**config.mk**
```make
export PLATFORM = sky130hd
export DESIGN_NAME = dual_motion_sensor_light_trigger
export DESIGN_NICKNAME = d
export VERILOG_FILES = /design/src/sv/dmslt_pkg.sv /design/src/sv/dmslt_cfg.sv /design/src/sv/dmslt_core.sv /design/src/sv/dmslt_obuf.sv /design/src/sv/dual_motion_sensor_light_trigger.sv
export SDC_FILE = /design/constraint.sdc
export NUM_CORES = 1
export LEC_CHECK = 0
export BUFFER_PORTS_ARGS = -buffer_cell sky130_fd_sc_hd__buf_4
export CAP_MARGIN = 30
export CORE_MARGIN = 2
export CORE_UTILIZATION = 45
export CTS_CLUSTER_DIAMETER = 30
export DETAILED_ROUTE_END_ITERATION = 10
export PLACE_DENSITY = 0.74
export SKIP_LAST_GASP = 1
export SYNTH_ARGS = -nofsm -noshare
export SYNTH_HDL_FRONTEND = slang
export SYNTH_SLANG_ARGS = --single-unit
```
**constraint.sdc**
```tcl
create_clock -name clk -period 11.8 [get_ports clk]
set_input_delay 1.18 -clock clk [delete_from_list [all_inputs] [get_ports clk]]
set_output_delay 1.18 -clock clk [all_outputs]
set_load 0.01 [all_outputs]
```
**src/sv/dmslt_pkg.sv**
```systemverilog
// Shared types, register map and reset values for the dual motion-sensor light trigger.
package dmslt_pkg;

  localparam int TIME_WIDTH_DEF = 32;
  localparam int ADDR_W         = 5;
  localparam int DATA_W         = 32;

  localparam logic [7:0]  PRESET_TOP_RST    = 8'd1;
  localparam logic [7:0]  PRESET_BOTTOM_RST = 8'd2;
  localparam logic [7:0]  PRESET_OFF_RST    = 8'd0;
  localparam logic [31:0] DURATION_RST      = 32'd30000;
  localparam logic        EXTEND_RST        = 1'b1;
  localparam logic        OVERRIDE_RST      = 1'b0;
  localparam logic [15:0] HOLDOFF_RST       = 16'd200;

  typedef enum logic [2:0] {
    REG_PRESET_TOP    = 3'd0,
    REG_PRESET_BOTTOM = 3'd1,
    REG_PRESET_OFF    = 3'd2,
    REG_DURATION      = 3'd3,
    REG_EXTEND        = 3'd4,
    REG_OVERRIDE      = 3'd5,
    REG_HOLDOFF       = 3'd6
  } reg_idx_t;

  typedef enum logic [1:0] {
    OWNER_NONE   = 2'd0,
    OWNER_TOP    = 2'd1,
    OWNER_BOTTOM = 2'd2
  } owner_t;

  typedef enum logic [1:0] {
    CAUSE_TOP    = 2'd0,
    CAUSE_BOTTOM = 2'd1,
    CAUSE_OFF    = 2'd2
  } cause_t;

  typedef struct packed {
    logic [7:0]  preset_top;
    logic [7:0]  preset_bottom;
    logic [7:0]  preset_off;
    logic [31:0] duration;
    logic        extend;
    logic        override;
    logic [15:0] holdoff;
  } cfg_t;

  typedef struct packed {
    logic [7:0] preset;
    cause_t     cause;
  } res_t;

  typedef struct packed {
    logic          load;
    logic [1:0]    cnt;
    res_t [2:0]    ent;
  } res_bundle_t;

endpackage

```
**src/sv/dmslt_cfg.sv**
```systemverilog
// APB-style configuration register bank.
module dmslt_cfg (
  input  logic                          clk,
  input  logic                          rst_n,
  input  logic                          psel,
  input  logic                          penable,
  input  logic                          pwrite,
  input  logic [dmslt_pkg::ADDR_W-1:0]  paddr,
  input  logic [dmslt_pkg::DATA_W-1:0]  pwdata,
  output logic [dmslt_pkg::DATA_W-1:0]  prdata,
  output logic                          pready,
  output dmslt_pkg::cfg_t               cfg
);
  import dmslt_pkg::*;

  cfg_t     cfg_r;
  logic     wr_en;
  reg_idx_t idx;

  assign pready = 1'b1;
  assign wr_en  = psel && penable && pwrite;
  assign idx    = reg_idx_t'(paddr[ADDR_W-1:2]);
  assign cfg    = cfg_r;

  always_ff @(posedge clk) begin
    if (!rst_n) begin
      cfg_r.preset_top    <= PRESET_TOP_RST;
      cfg_r.preset_bottom <= PRESET_BOTTOM_RST;
      cfg_r.preset_off    <= PRESET_OFF_RST;
      cfg_r.duration      <= DURATION_RST;
      cfg_r.extend        <= EXTEND_RST;
      cfg_r.override      <= OVERRIDE_RST;
      cfg_r.holdoff       <= HOLDOFF_RST;
    end else if (wr_en) begin
      unique case (idx)
        REG_PRESET_TOP:    cfg_r.preset_top    <= pwdata[7:0];
        REG_PRESET_BOTTOM: cfg_r.preset_bottom <= pwdata[7:0];
        REG_PRESET_OFF:    cfg_r.preset_off    <= pwdata[7:0];
        REG_DURATION:      cfg_r.duration      <= pwdata[31:0];
        REG_EXTEND:        cfg_r.extend        <= pwdata[0];
        REG_OVERRIDE:      cfg_r.override      <= pwdata[0];
        REG_HOLDOFF:       cfg_r.holdoff       <= pwdata[15:0];
        default: ;
      endcase
    end
  end

  always_comb begin
    prdata = '0;
    unique case (idx)
      REG_PRESET_TOP:    prdata = {24'd0, cfg_r.preset_top};
      REG_PRESET_BOTTOM: prdata = {24'd0, cfg_r.preset_bottom};
      REG_PRESET_OFF:    prdata = {24'd0, cfg_r.preset_off};
      REG_DURATION:      prdata = cfg_r.duration;
      REG_EXTEND:        prdata = {31'd0, cfg_r.extend};
      REG_OVERRIDE:      prdata = {31'd0, cfg_r.override};
      REG_HOLDOFF:       prdata = {16'd0, cfg_r.holdoff};
      default:           prdata = '0;
    endcase
  end

endmodule

```
**src/sv/dmslt_core.sv**
```systemverilog
// Input register, trigger/effect state and the per-sample decision logic.
module dmslt_core #(
  parameter int TIME_WIDTH = dmslt_pkg::TIME_WIDTH_DEF
) (
  input  logic                       clk,
  input  logic                       rst_n,
  input  dmslt_pkg::cfg_t            cfg,
  input  logic                       in_valid,
  output logic                       in_stall,
  input  logic                       in_top_level,
  input  logic                       in_bottom_level,
  input  logic [31:0]                in_now_ms,
  input  logic                       obuf_free,
  output dmslt_pkg::res_bundle_t     res
);
  import dmslt_pkg::*;

  localparam int CMP_W = (TIME_WIDTH > 32) ? TIME_WIDTH : 32;

  logic                  vld_r, vld_nxt;
  logic                  top_r, bot_r;
  logic [31:0]           now_in_r;
  logic [63:0]           now_ext;
  logic [TIME_WIDTH-1:0] now;

  logic [TIME_WIDTH-1:0] top_last_r, bot_last_r, start_r;
  logic                  running_r;
  owner_t                owner_r;

  logic [TIME_WIDTH-1:0] d_top, d_bot, d_eff;
  logic [1:0]            trig;
  logic                  accept, advance;

  logic                  run;
  logic [TIME_WIDTH-1:0] st;
  owner_t                own;
  owner_t                sid;
  logic [1:0]            n;
  res_t [2:0]            ent;

  assign now_ext = {32'd0, now_in_r};
  assign now     = now_ext[TIME_WIDTH-1:0];
  assign d_top   = now - top_last_r;
  assign d_bot   = now - bot_last_r;
  assign trig[0] = top_r && (CMP_W'(d_top) >= CMP_W'(cfg.holdoff));
  assign trig[1] = bot_r && (CMP_W'(d_bot) >= CMP_W'(cfg.holdoff));

  always_comb begin
    run = running_r;
    st  = start_r;
    own = owner_r;
    sid = OWNER_NONE;
    n   = '0;
    ent = '0;
    for (int i = 0; i < 2; i++) begin
      sid = (i == 0) ? OWNER_TOP : OWNER_BOTTOM;
      if (trig[i]) begin
        if (!run) begin
          ent[n].preset = (i == 0) ? cfg.preset_top : cfg.preset_bottom;
          ent[n].cause  = (i == 0) ? CAUSE_TOP : CAUSE_BOTTOM;
          n   = n + 2'd1;
          run = 1'b1;
          st  = now;
          own = sid;
        end else if (cfg.extend && own == sid) begin
          st = now;
        end else if (cfg.override && own != sid) begin
          ent[n].preset = (i == 0) ? cfg.preset_top : cfg.preset_bottom;
          ent[n].cause  = (i == 0) ? CAUSE_TOP : CAUSE_BOTTOM;
          n   = n + 2'd1;
          st  = now;
          own = sid;
        end
      end
    end
    d_eff = now - st;
    if (run && (CMP_W'(d_eff) >= CMP_W'(cfg.duration))) begin
      ent[n].preset = cfg.preset_off;
      ent[n].cause  = CAUSE_OFF;
      n   = n + 2'd1;
      run = 1'b0;
      own = OWNER_NONE;
    end
  end

  // samples with no result never wait on the output buffer
  assign advance  = vld_r && ((n == 2'd0) || obuf_free);
  assign in_stall = vld_r && !advance;
  assign accept   = in_valid && !in_stall;
  assign vld_nxt  = accept ? 1'b1 : (advance ? 1'b0 : vld_r);

  assign res.load = advance && (n != 2'd0);
  assign res.cnt  = n;
  assign res.ent  = ent;

  always_ff @(posedge clk) begin
    if (!rst_n) begin
      vld_r <= 1'b0;
    end else begin
      vld_r <= vld_nxt;
    end
  end

  always_ff @(posedge clk) begin
    if (accept) begin
      top_r    <= in_top_level;
      bot_r    <= in_bottom_level;
      now_in_r <= in_now_ms;
    end
  end

  always_ff @(posedge clk) begin
    if (!rst_n) begin
      top_last_r <= '0;
      bot_last_r <= '0;
      start_r    <= '0;
      running_r  <= 1'b0;
      owner_r    <= OWNER_NONE;
    end else if (advance) begin
      if (trig[0]) top_last_r <= now;
      if (trig[1]) bot_last_r <= now;
      start_r   <= st;
      running_r <= run;
      owner_r   <= own;
    end
  end

endmodule

```
**src/sv/dmslt_obuf.sv**
```systemverilog
// Result buffer: holds up to three preset commands of one sample and sends them in order.
module dmslt_obuf (
  input  logic                   clk,
  input  logic                   rst_n,
  input  dmslt_pkg::res_bundle_t res,
  output logic                   obuf_free,
  output logic                   out_valid,
  input  logic                   out_stall,
  output logic [7:0]             out_preset_id,
  output logic [1:0]             out_cause,
  output logic                   out_is_last
);
  import dmslt_pkg::*;

  res_t [2:0] ent_r;
  logic [1:0] cnt_r, cnt_nxt;
  logic       take;

  assign out_valid     = (cnt_r != 2'd0);
  assign take          = out_valid && !out_stall;
  assign obuf_free     = (cnt_r == 2'd0) || ((cnt_r == 2'd1) && take);
  assign out_preset_id = ent_r[0].preset;
  assign out_cause     = ent_r[0].cause;
  assign out_is_last   = (cnt_r == 2'd1);

  always_comb begin
    cnt_nxt = cnt_r;
    if (res.load) begin
      cnt_nxt = res.cnt;
    end else if (take) begin
      cnt_nxt = cnt_r - 2'd1;
    end
  end

  always_ff @(posedge clk) begin
    if (!rst_n) begin
      cnt_r <= 2'd0;
    end else begin
      cnt_r <= cnt_nxt;
    end
  end

  always_ff @(posedge clk) begin
    if (res.load) begin
      ent_r <= res.ent;
    end else if (take) begin
      ent_r[0] <= ent_r[1];
      ent_r[1] <= ent_r[2];
    end
  end

endmodule

```
**src/sv/dual_motion_sensor_light_trigger.sv**
```systemverilog
// Top level of the dual motion-sensor light trigger.
//
//   channel | handshake            | payload
//   --------+----------------------+-------------------------------------------
//   in      | in_valid / in_stall  | in_top_level, in_bottom_level, in_now_ms
//   out     | out_valid / out_stall| out_preset_id, out_cause, out_is_last
//   cfg     | psel/penable/pwrite  | paddr, pwdata, prdata, pready
//
// A sample is registered and decided combinationally, and its 0..3 preset commands go to
// the result buffer once it is free; the first command is offered from the result
// buffer register after it is loaded there and is taken while out_stall is low.
// A sample with k commands holds the result buffer until its last command is taken,
// and the next sample that has commands waits for that; samples with no command
// pass at one per cycle. out_stall holds the buffer and backs up into in_stall.
// Synchronous reset loads register defaults and clears control state, not data registers; no clearing pass.
module dual_motion_sensor_light_trigger #(
  parameter int TIME_WIDTH = dmslt_pkg::TIME_WIDTH_DEF
) (
  input  logic                          clk,
  input  logic                          rst_n,
  input  logic                          in_valid,
  output logic                          in_stall,
  input  logic                          in_top_level,
  input  logic                          in_bottom_level,
  input  logic [31:0]                   in_now_ms,
  output logic                          out_valid,
  input  logic                          out_stall,
  output logic [7:0]                    out_preset_id,
  output logic [1:0]                    out_cause,
  output logic                          out_is_last,
  input  logic                          psel,
  input  logic                          penable,
  input  logic                          pwrite,
  input  logic [dmslt_pkg::ADDR_W-1:0]  paddr,
  input  logic [dmslt_pkg::DATA_W-1:0]  pwdata,
  output logic [dmslt_pkg::DATA_W-1:0]  prdata,
  output logic                          pready
);
  import dmslt_pkg::*;

  cfg_t        cfg;
  res_bundle_t res;
  logic        obuf_free;

  dmslt_cfg u_cfg (
    .clk     (clk),
    .rst_n   (rst_n),
    .psel    (psel),
    .penable (penable),
    .pwrite  (pwrite),
    .paddr   (paddr),
    .pwdata  (pwdata),
    .prdata  (prdata),
    .pready  (pready),
    .cfg     (cfg)
  );

  dmslt_core #(
    .TIME_WIDTH (TIME_WIDTH)
  ) u_core (
    .clk             (clk),
    .rst_n           (rst_n),
    .cfg             (cfg),
    .in_valid        (in_valid),
    .in_stall        (in_stall),
    .in_top_level    (in_top_level),
    .in_bottom_level (in_bottom_level),
    .in_now_ms       (in_now_ms),
    .obuf_free       (obuf_free),
    .res             (res)
  );

  dmslt_obuf u_obuf (
    .clk           (clk),
    .rst_n         (rst_n),
    .res           (res),
    .obuf_free     (obuf_free),
    .out_valid     (out_valid),
    .out_stall     (out_stall),
    .out_preset_id (out_preset_id),
    .out_cause     (out_cause),
    .out_is_last   (out_is_last)
  );

endmodule

```
==> results.md, run 1 <==
* Status: finished with violations
* Failing checks: setup timing
* WS Path Type: register to primary output
* CTS root buffer: clkbuf_16
* Largest stage delay on the critical path at 0.48 ns
* Commonest cells post-synth: 262 x a21oi_1, 227 x nand2_1, 176 x dfxtp_1, 165 x ha_1, 162 x o21ai_0
* CTS tree: built
* Fin crit period at 11.86 ns
* Maximum vdd ir drop at 0.1646 mV
* Synth unique cells at 85
* Post-Route WL at 51.21 mm
* H-Tree Level Count at 2
* Yosys warning total at 0
* Post-DRT Antenna Nets at 0
* IO Port Bufs at 120
* Largest net degree at the start of global routing at 82
* Clock slew at reported path FFs at 0.05 ns
* Worst Path Required at 10.62 ns
* Detailed Place HPWL at 36.92 mm
* Power share of the clock group at 0.336
* Slew Viols, Final at 0
* Final Setup Violations at 1
* Top cells by area, synth: dfxtp_1 21%, ha_1 12%, edfxtp_1 11%
* Most used DFF post-synth: dfxtp_1
* Post-synthesis net count at 2,355
* Sum of negative setup slack at -0.05883 ns
* Place WS at -0.4955 ns
* Number of clock sinks at 239
* Post-synth top area share at 0.2071
* CP delay by family, top: compound AO/OA/AOI/OAI gates
* Core Region at 37,490 um^2
* Die Wd at 198.4 um
* Arr. time, crit path at 10.68 ns
* CP Capture Type: primary output
* Clock buffer depth at 3
* Worst-Margin Slew at 0.9080 ns
* GRT Total Usage at 0.2567
* Final Hold Viols at 0
* Combinational share of power at 0.443
* Number of synthesized register bits at 239
* WP buf/inv at 6
* Synthesis-to-layout area growth at 26.02%
* Synth Area per Inst at 8.065 um^2
* Number of global-route vias before repair at 16,491
* MaxCap Viol Count at 0
* Post-DP Area at 19,050 um^2
* Pwr/cell area at 221.5 nW/um^2
* Fin worst setup slack at -0.05883 ns
* Fill cell count at 3,324
* Tot Pwr at 4.749 mW
* CTS buffer count at 54
* RSZ-0062 raised after global routing: true
* Pleak at 8.639 nW
* Post-DR vias/cell at 5.792
* # DRC at 0
* Share of power burned in registers at 0.222
* NetSw at 1.780 mW
* Remaining global-route overflow at 0
* Biggest area consumer among synthesized cells: dfxtp_1
* Num rows at 71
* Switching share of power at 0.3748
* Cells after Synth at 2,109
* Area of the mapped netlist at 17,010 um^2
* Initial antenna violation count at 0
* I/O pin cnt at 124
* Number of detailed-route iterations in the first pass at 6
* Crit path max-delay cell type: or4_4
* Antenna Cells at 0
* Pint at 2.969 mW
* F_max at 84.33 MHz
* Max FO, Critical Path at 5
* Die area at 39,370 um^2
* Nets at 2,542
* Design Area, Final at 21,440 um^2
* Hold Crit Class: register to register
* CP most frequent cell: a21oi_2
* Clk_lat worst skew at 0.60 ns
* Max Clock Skew at 0.02573 ns
* Slew HR at 0.3947
* Async SR Flop Fraction at 0
* Routed len/inst at 17.95 um
* Placer congestion estimate at 0.9740
* Via count at 16,524
* Ratio of final minimum period to clock period at 1.005
* Die H at 198.4 um
* Number of synthesized flops with an enable pin at 63
* Share of cells above drive strength 1 at 0.1836
* Initial Util at 0.4537
* Sequential-to-total area share from yosys stat at 0.3184
* 1st-iter DRT viols at 1,312
* Most frequent cell after synthesis: a21oi_1
* CP Launch Type: register
* Global-route wire length before repair at 82.00 mm
[through the flow]
stage | hold slack (ns) | util | cells
after floorplan | 0.4449 | - | 2109
final | 0.4698 | 0.5718 | 2853
after global placement | 0.4562 | 0.5078 | 2735
after detailed placement | 0.4620 | 0.5082 | 2736
after global routing | 0.4849 | 0.5718 | 2853
after CTS | 0.4717 | 0.5675 | 2847
[power by group through the flow]
stage	combinational [mW]	clock, mW	sequential (mW)
finish	2.10	1.60	1.05
global placement	1.89	0	1.06
detailed placement	1.95	0	1.06
CTS	2.04	1.61	1.05
floorplan	1.36	0	1.04
global route	2.33	1.66	1.06
[cell families (layout without fill, tap and decap cells)]
logic type	after synthesis	in the layout	share of synthesized area
AO/OA/AOI/OAI	691	691	0.2497
AND/OR/NAND/NOR	603	603	0.1646
buffers and inverters	272	505	0.06605
flip-flops	239	239	0.3184
adder cells (fa/ha/maj)	168	168	0.1249
multiplexers	73	73	0.04421
XOR/XNOR	62	62	0.03192
other	1	1	0.0002205
[cell usage in the layout, fill, tap and decap left out, types with 12 or more instances in the layout]
cell type,Yosys,final
nand4_1,17,17
clkbuf_16,0,55
nand2_1,227,226
dfxtp_1,176,176
mux2i_1,65,62
xor2_1,26,26
o211ai_1,30,30
nand2b_1,17,16
xnor2_1,36,36
buf_12,0,12
inv_1,148,146
edfxtp_1,63,63
o21a_1,13,13
and3_1,36,36
nor2b_1,28,25
a21oi_1,262,252
ha_1,165,160
a31oi_1,17,15
nand3_1,100,100
a22oi_1,19,17
nor3_1,26,25
nor2_1,111,111
buf_4,14,238
o21ai_1,23,27
o21ai_0,162,154
a211oi_1,15,14
a21o_1,35,35
o31ai_1,14,14
[worst min-delay path: stages, from the launching register on]
cell and delay (ns):
dfxtp_1 0.31, nand2_1 0.05, a21oi_1 0.05
[layout make-up]
type	count	area (um^2)	area share
flip-flops and latches	239	5415	0.2526
repair buffers	254	2076	0.09683
clock buffers	61	1429	0.06666
clock inverters	41	539.3	0.02516
multi-input cells	1598	10780	0.5027
inverters	149	561.8	0.02621
well taps	511	639.4	0.02983
[final timing paths]
check / start / to / slack [ns] / cells after the start
setup / recovery: u_core.now[5]$_DFFE_PP_ / in_stall / -0.06 / 54
hold / removal: u_cfg.cfg[37]$_SDFFE_PN0P_ / u_cfg.cfg[37]$_SDFFE_PN0P_ / 0.47 / 2
setup reg to reg: u_core.now[5]$_DFFE_PP_ / u_core.top_last_r[15]$_SDFFE_PN0P_ / 0.71 / 59
hold reg to reg: u_cfg.cfg[37]$_SDFFE_PN0P_ / u_cfg.cfg[37]$_SDFFE_PN0P_ / 0.47 / 2
[per-layer routing]
metal / global-route usage / share of wire / wire, um
met5: 0 / 0 / 0
met4: 0.1329 / 0.049 / 2497
met3: 0.03544 / 0.056 / 2864
met2: 0.4460 / 0.48 / 24620
met1: 0.3095 / 0.41 / 21230
[sequential cells by signal, summed over array words and instances, names as in the netlist, 8 cells and up]
name,count
u_obuf.ent_r,19
u_core.start_r,32
u_obuf.out_preset_id,8
u_core.top_last_r,32
u_cfg.cfg,74
u_core.now,32
u_core.bot_last_r,32
[repair_timing]
action / 4_1_cts / 5_1_grt
gates resized for setup: 45 / 25
hold buffers: 0 / 0
endpoints found under the hold margin: 0 / 0
gates cloned: 0 / 0
setup endpoints to repair: 134 / 1
pin swaps: 21 / 30
setup buffers: 9 / 6
Power figures use the tool's default switching activity.
==> run 2, diff against run 1 <==
--- a/config.mk
+++ b/config.mk
@@ -7,7 +7,6 @@
 export LEC_CHECK = 0
 export BUFFER_PORTS_ARGS = -buffer_cell sky130_fd_sc_hd__buf_4
 export CAP_MARGIN = 30
-export CORE_MARGIN = 2
 export CORE_UTILIZATION = 45
 export CTS_CLUSTER_DIAMETER = 30
 export DETAILED_ROUTE_END_ITERATION = 10
==> run 2 against run 1 <==
The run still ends with setup timing left; sequential share of layout area is 0.12 points lower; clock skew is 0.026 ns higher; critical path depth is 1 higher; register-to-register slack worse by 0.08 ns; count of clock-buffer cells in the layout is 6 higher; critical path type unchanged; wire length is 0.37% lower; cell count is 0.95% higher; final area is 0.47% higher.
==> results.md, run 2 (synthesis gave the netlist of run 1 again) <==
* Status: finished with violations
* Failing checks: setup timing
* 1st-iter DRT viols at 1,221 (-6.9%)
* Design Area, Final at 21,540 um^2 (+0.47%)
* Initial antenna violation count at 0 (unchanged)
* Num rows at 70 (-1.4%)
* RSZ-0062 raised after global routing: true
* Ratio of final minimum period to clock period at 1.016 (+0.01076)
* Commonest cells after routing, fill and taps aside: 266 x buf_4, 253 x a21oi_1, 226 x nand2_1, 176 x dfxtp_1, 162 x ha_1
* CP most frequent cell: a21oi_2
* Largest net degree at the start of global routing at 80 (-2.4%)
* Switching share of power at 0.3768 (+0.002030)
* Routed len/inst at 17.72 um (-1.3%)
* Sequential Area at 5415 um^2 (unchanged)
* Die area at 38,580 um^2 (-2.0%)
* F_max at 83.43 MHz (-1.1%)
* Maximum vdd ir drop at 0.1517 mV (-7.8%)
* Number of global-route vias before repair at 16,471 (-0.12%)
* Worst-Margin Slew at 0.9147 ns (+0.006684 ns)
* CTS buffer count at 57 (+5.6%)
* Share of power burned in registers at 0.222 (about the same)
* Clock buffer depth at 3 (unchanged)
* H-Tree Level Count at 2 (unchanged)
* Crit path max-delay cell type: or4_4
* CP delay by family, top: compound AO/OA/AOI/OAI gates
* Final Setup Violations at 1 (unchanged)
* WS Path Type: register to primary output
* Largest stage delay on the critical path at 0.47 ns (about the same)
* Antenna Cells at 0 (unchanged)
* WP buf/inv at 6 (unchanged)
* CP Capture Type: primary output
* Post-DP Area at 19,290 um^2 (+1.2%)
* Pleak at 8.724 nW (+0.99%)
* GRT Total Usage at 0.2648 (+0.008124)
* Pint at 2.946 mW (-0.78%)
* # DRC at 0 (unchanged)
* Global-route wire length before repair at 82.90 mm (+1.1%)
* Max Clock Skew at 0.05124 ns (+0.02551 ns)
* Synthesis-to-layout area growth at 26.61%
* MaxCap Viol Count at 0 (unchanged)
* Clk_lat worst skew at 0.62 ns (+0.02 ns)
* Worst Path Required at 10.62 ns (about the same)
* NetSw at 1.781 mW (about the same)
* Post-DR vias/cell at 5.762 (-0.52%)
* Combinational share of power at 0.451 (+0.008)
* Max reg flops at 74 (unchanged)
* CTS root buffer: clkbuf_16
* Via count at 16,594 (+0.42%)
* Pwr/cell area at 219.5 nW/um^2 (-0.92%)
* Max FO, Critical Path at 4 (-1)
* Hold Crit Class: register to register
* Clock slew at reported path FFs at 0.04 ns (about the same)
* Core Region at 36,870 um^2 (-1.6%)
* Remaining global-route overflow at 0 (unchanged)
* Fin crit period at 11.99 ns (+0.1270 ns)
* Fill cell count at 3,235 (-2.7%)
* IO Port Bufs at 120 (unchanged)
* Slew Viols, Final at 0 (unchanged)
* I/O pin cnt at 124 (unchanged)
* Number of clock sinks at 239 (unchanged)
* Area taken by multi-input logic gates at 10,710 um^2 (-0.66%)
* Post-Route WL at 51.02 mm (-0.37%)
* Number of detailed-route iterations in the first pass at 6 (unchanged)
* Detailed Place HPWL at 36.90 mm (about the same)
* Arr. time, crit path at 10.81 ns (+0.13 ns)
* Placer congestion estimate at 0.9587 (-1.6%)
* CTS tree: built
* Final Hold Viols at 0 (unchanged)
* Most common cell after layout, fill and taps aside: buf_4
* Fin worst setup slack at -0.1858 ns (-0.1270 ns)
* Power share of the clock group at 0.327 (-0.009)
* Die Wd at 196.4 um (-1.0%)
* Nets at 2,573 (+1.2%)
* CP Launch Type: register
* Hold_buf cts at 0 (unchanged)
* Die H at 196.4 um (-1.0%)
* Slew HR at 0.3902 (-0.004456)
* Post-DRT Antenna Nets at 0 (unchanged)
* Initial Util at 0.4613 (+0.007575)
* Share of cells above drive strength 1 at 0.1873 (+0.003686)
* Place WS at -0.6196 ns (-0.1240 ns)
* Worst hold slack at 0.4641 ns (-0.005718 ns)
run 2: worst paths after layout:
kind / startpoint / end / cells after the start / slack (ns)
max: u_core.now[5]$_DFFE_PP_ / in_stall / 55 / -0.19
min reg2reg: u_cfg.cfg[41]$_SDFFE_PN0P_ / u_cfg.cfg[41]$_SDFFE_PN0P_ / 2 / 0.46
min: u_cfg.cfg[41]$_SDFFE_PN0P_ / u_cfg.cfg[41]$_SDFFE_PN0P_ / 2 / 0.46
max reg2reg: u_core.now[5]$_DFFE_PP_ / u_core.start_r[5]$_SDFFE_PN0N_ / 59 / 0.63
run 2: cell type report:
cell class                 count  share of cell area
inverter                     149             0.02608
timing repair buffer         282              0.1067
clock inverter                41             0.02097
sequential                   239              0.2514
clock buffer                  67             0.06844
tap                          504             0.02928
multi-input combinational   1598              0.4971
run 2: through the flow:
stage	setup TNS, ns	util	instances	power [mW]
2_1_floorplan	0	-	2109	2.403
3_3_place_gp	-0.3194	0.5223	2759	2.990
3_5_place_dp	-15.73	0.5231	2760	3.050
4_1_cts	-0.3090	0.5827	2877	4.698
5_1_grt	-0.7065	0.5841	2880	5.031
6_report	-0.1858	0.5841	2880	4.727
run 2: worst min-delay path, cell delays in order (launching register included):
cell     delay, ns
dfxtp_1       0.31
nand2_1       0.05
a21oi_1       0.05
run 2: power groups by stage:
stage / Sequential [mW] / Clock (mW) / Combinational [mW]
finish: 1.05 / 1.54 / 2.13
global route: 1.06 / 1.61 / 2.37
CTS: 1.05 / 1.56 / 2.09
detailed placement: 1.06 / 0 / 1.99
global placement: 1.05 / 0 / 1.94
floorplan: 1.04 / 0 / 1.36
run 2: layer usage:
metal	vias up	track usage	wire, um
li1	8078	-	-
met1	7850	0.3201	21430
met2	543	0.4631	24880
met3	123	0.03285	2427
met4	0	0.1319	2280
met5	-	0	0
run 2: repair_timing:
action | in CTS | in global routing
pin swaps | 24 | 14
endpoints found under the hold margin | 0 | 0
resized for setup | 48 | 10
setup endpoints to repair | 175 | 12
buffers inserted | 9 | 3
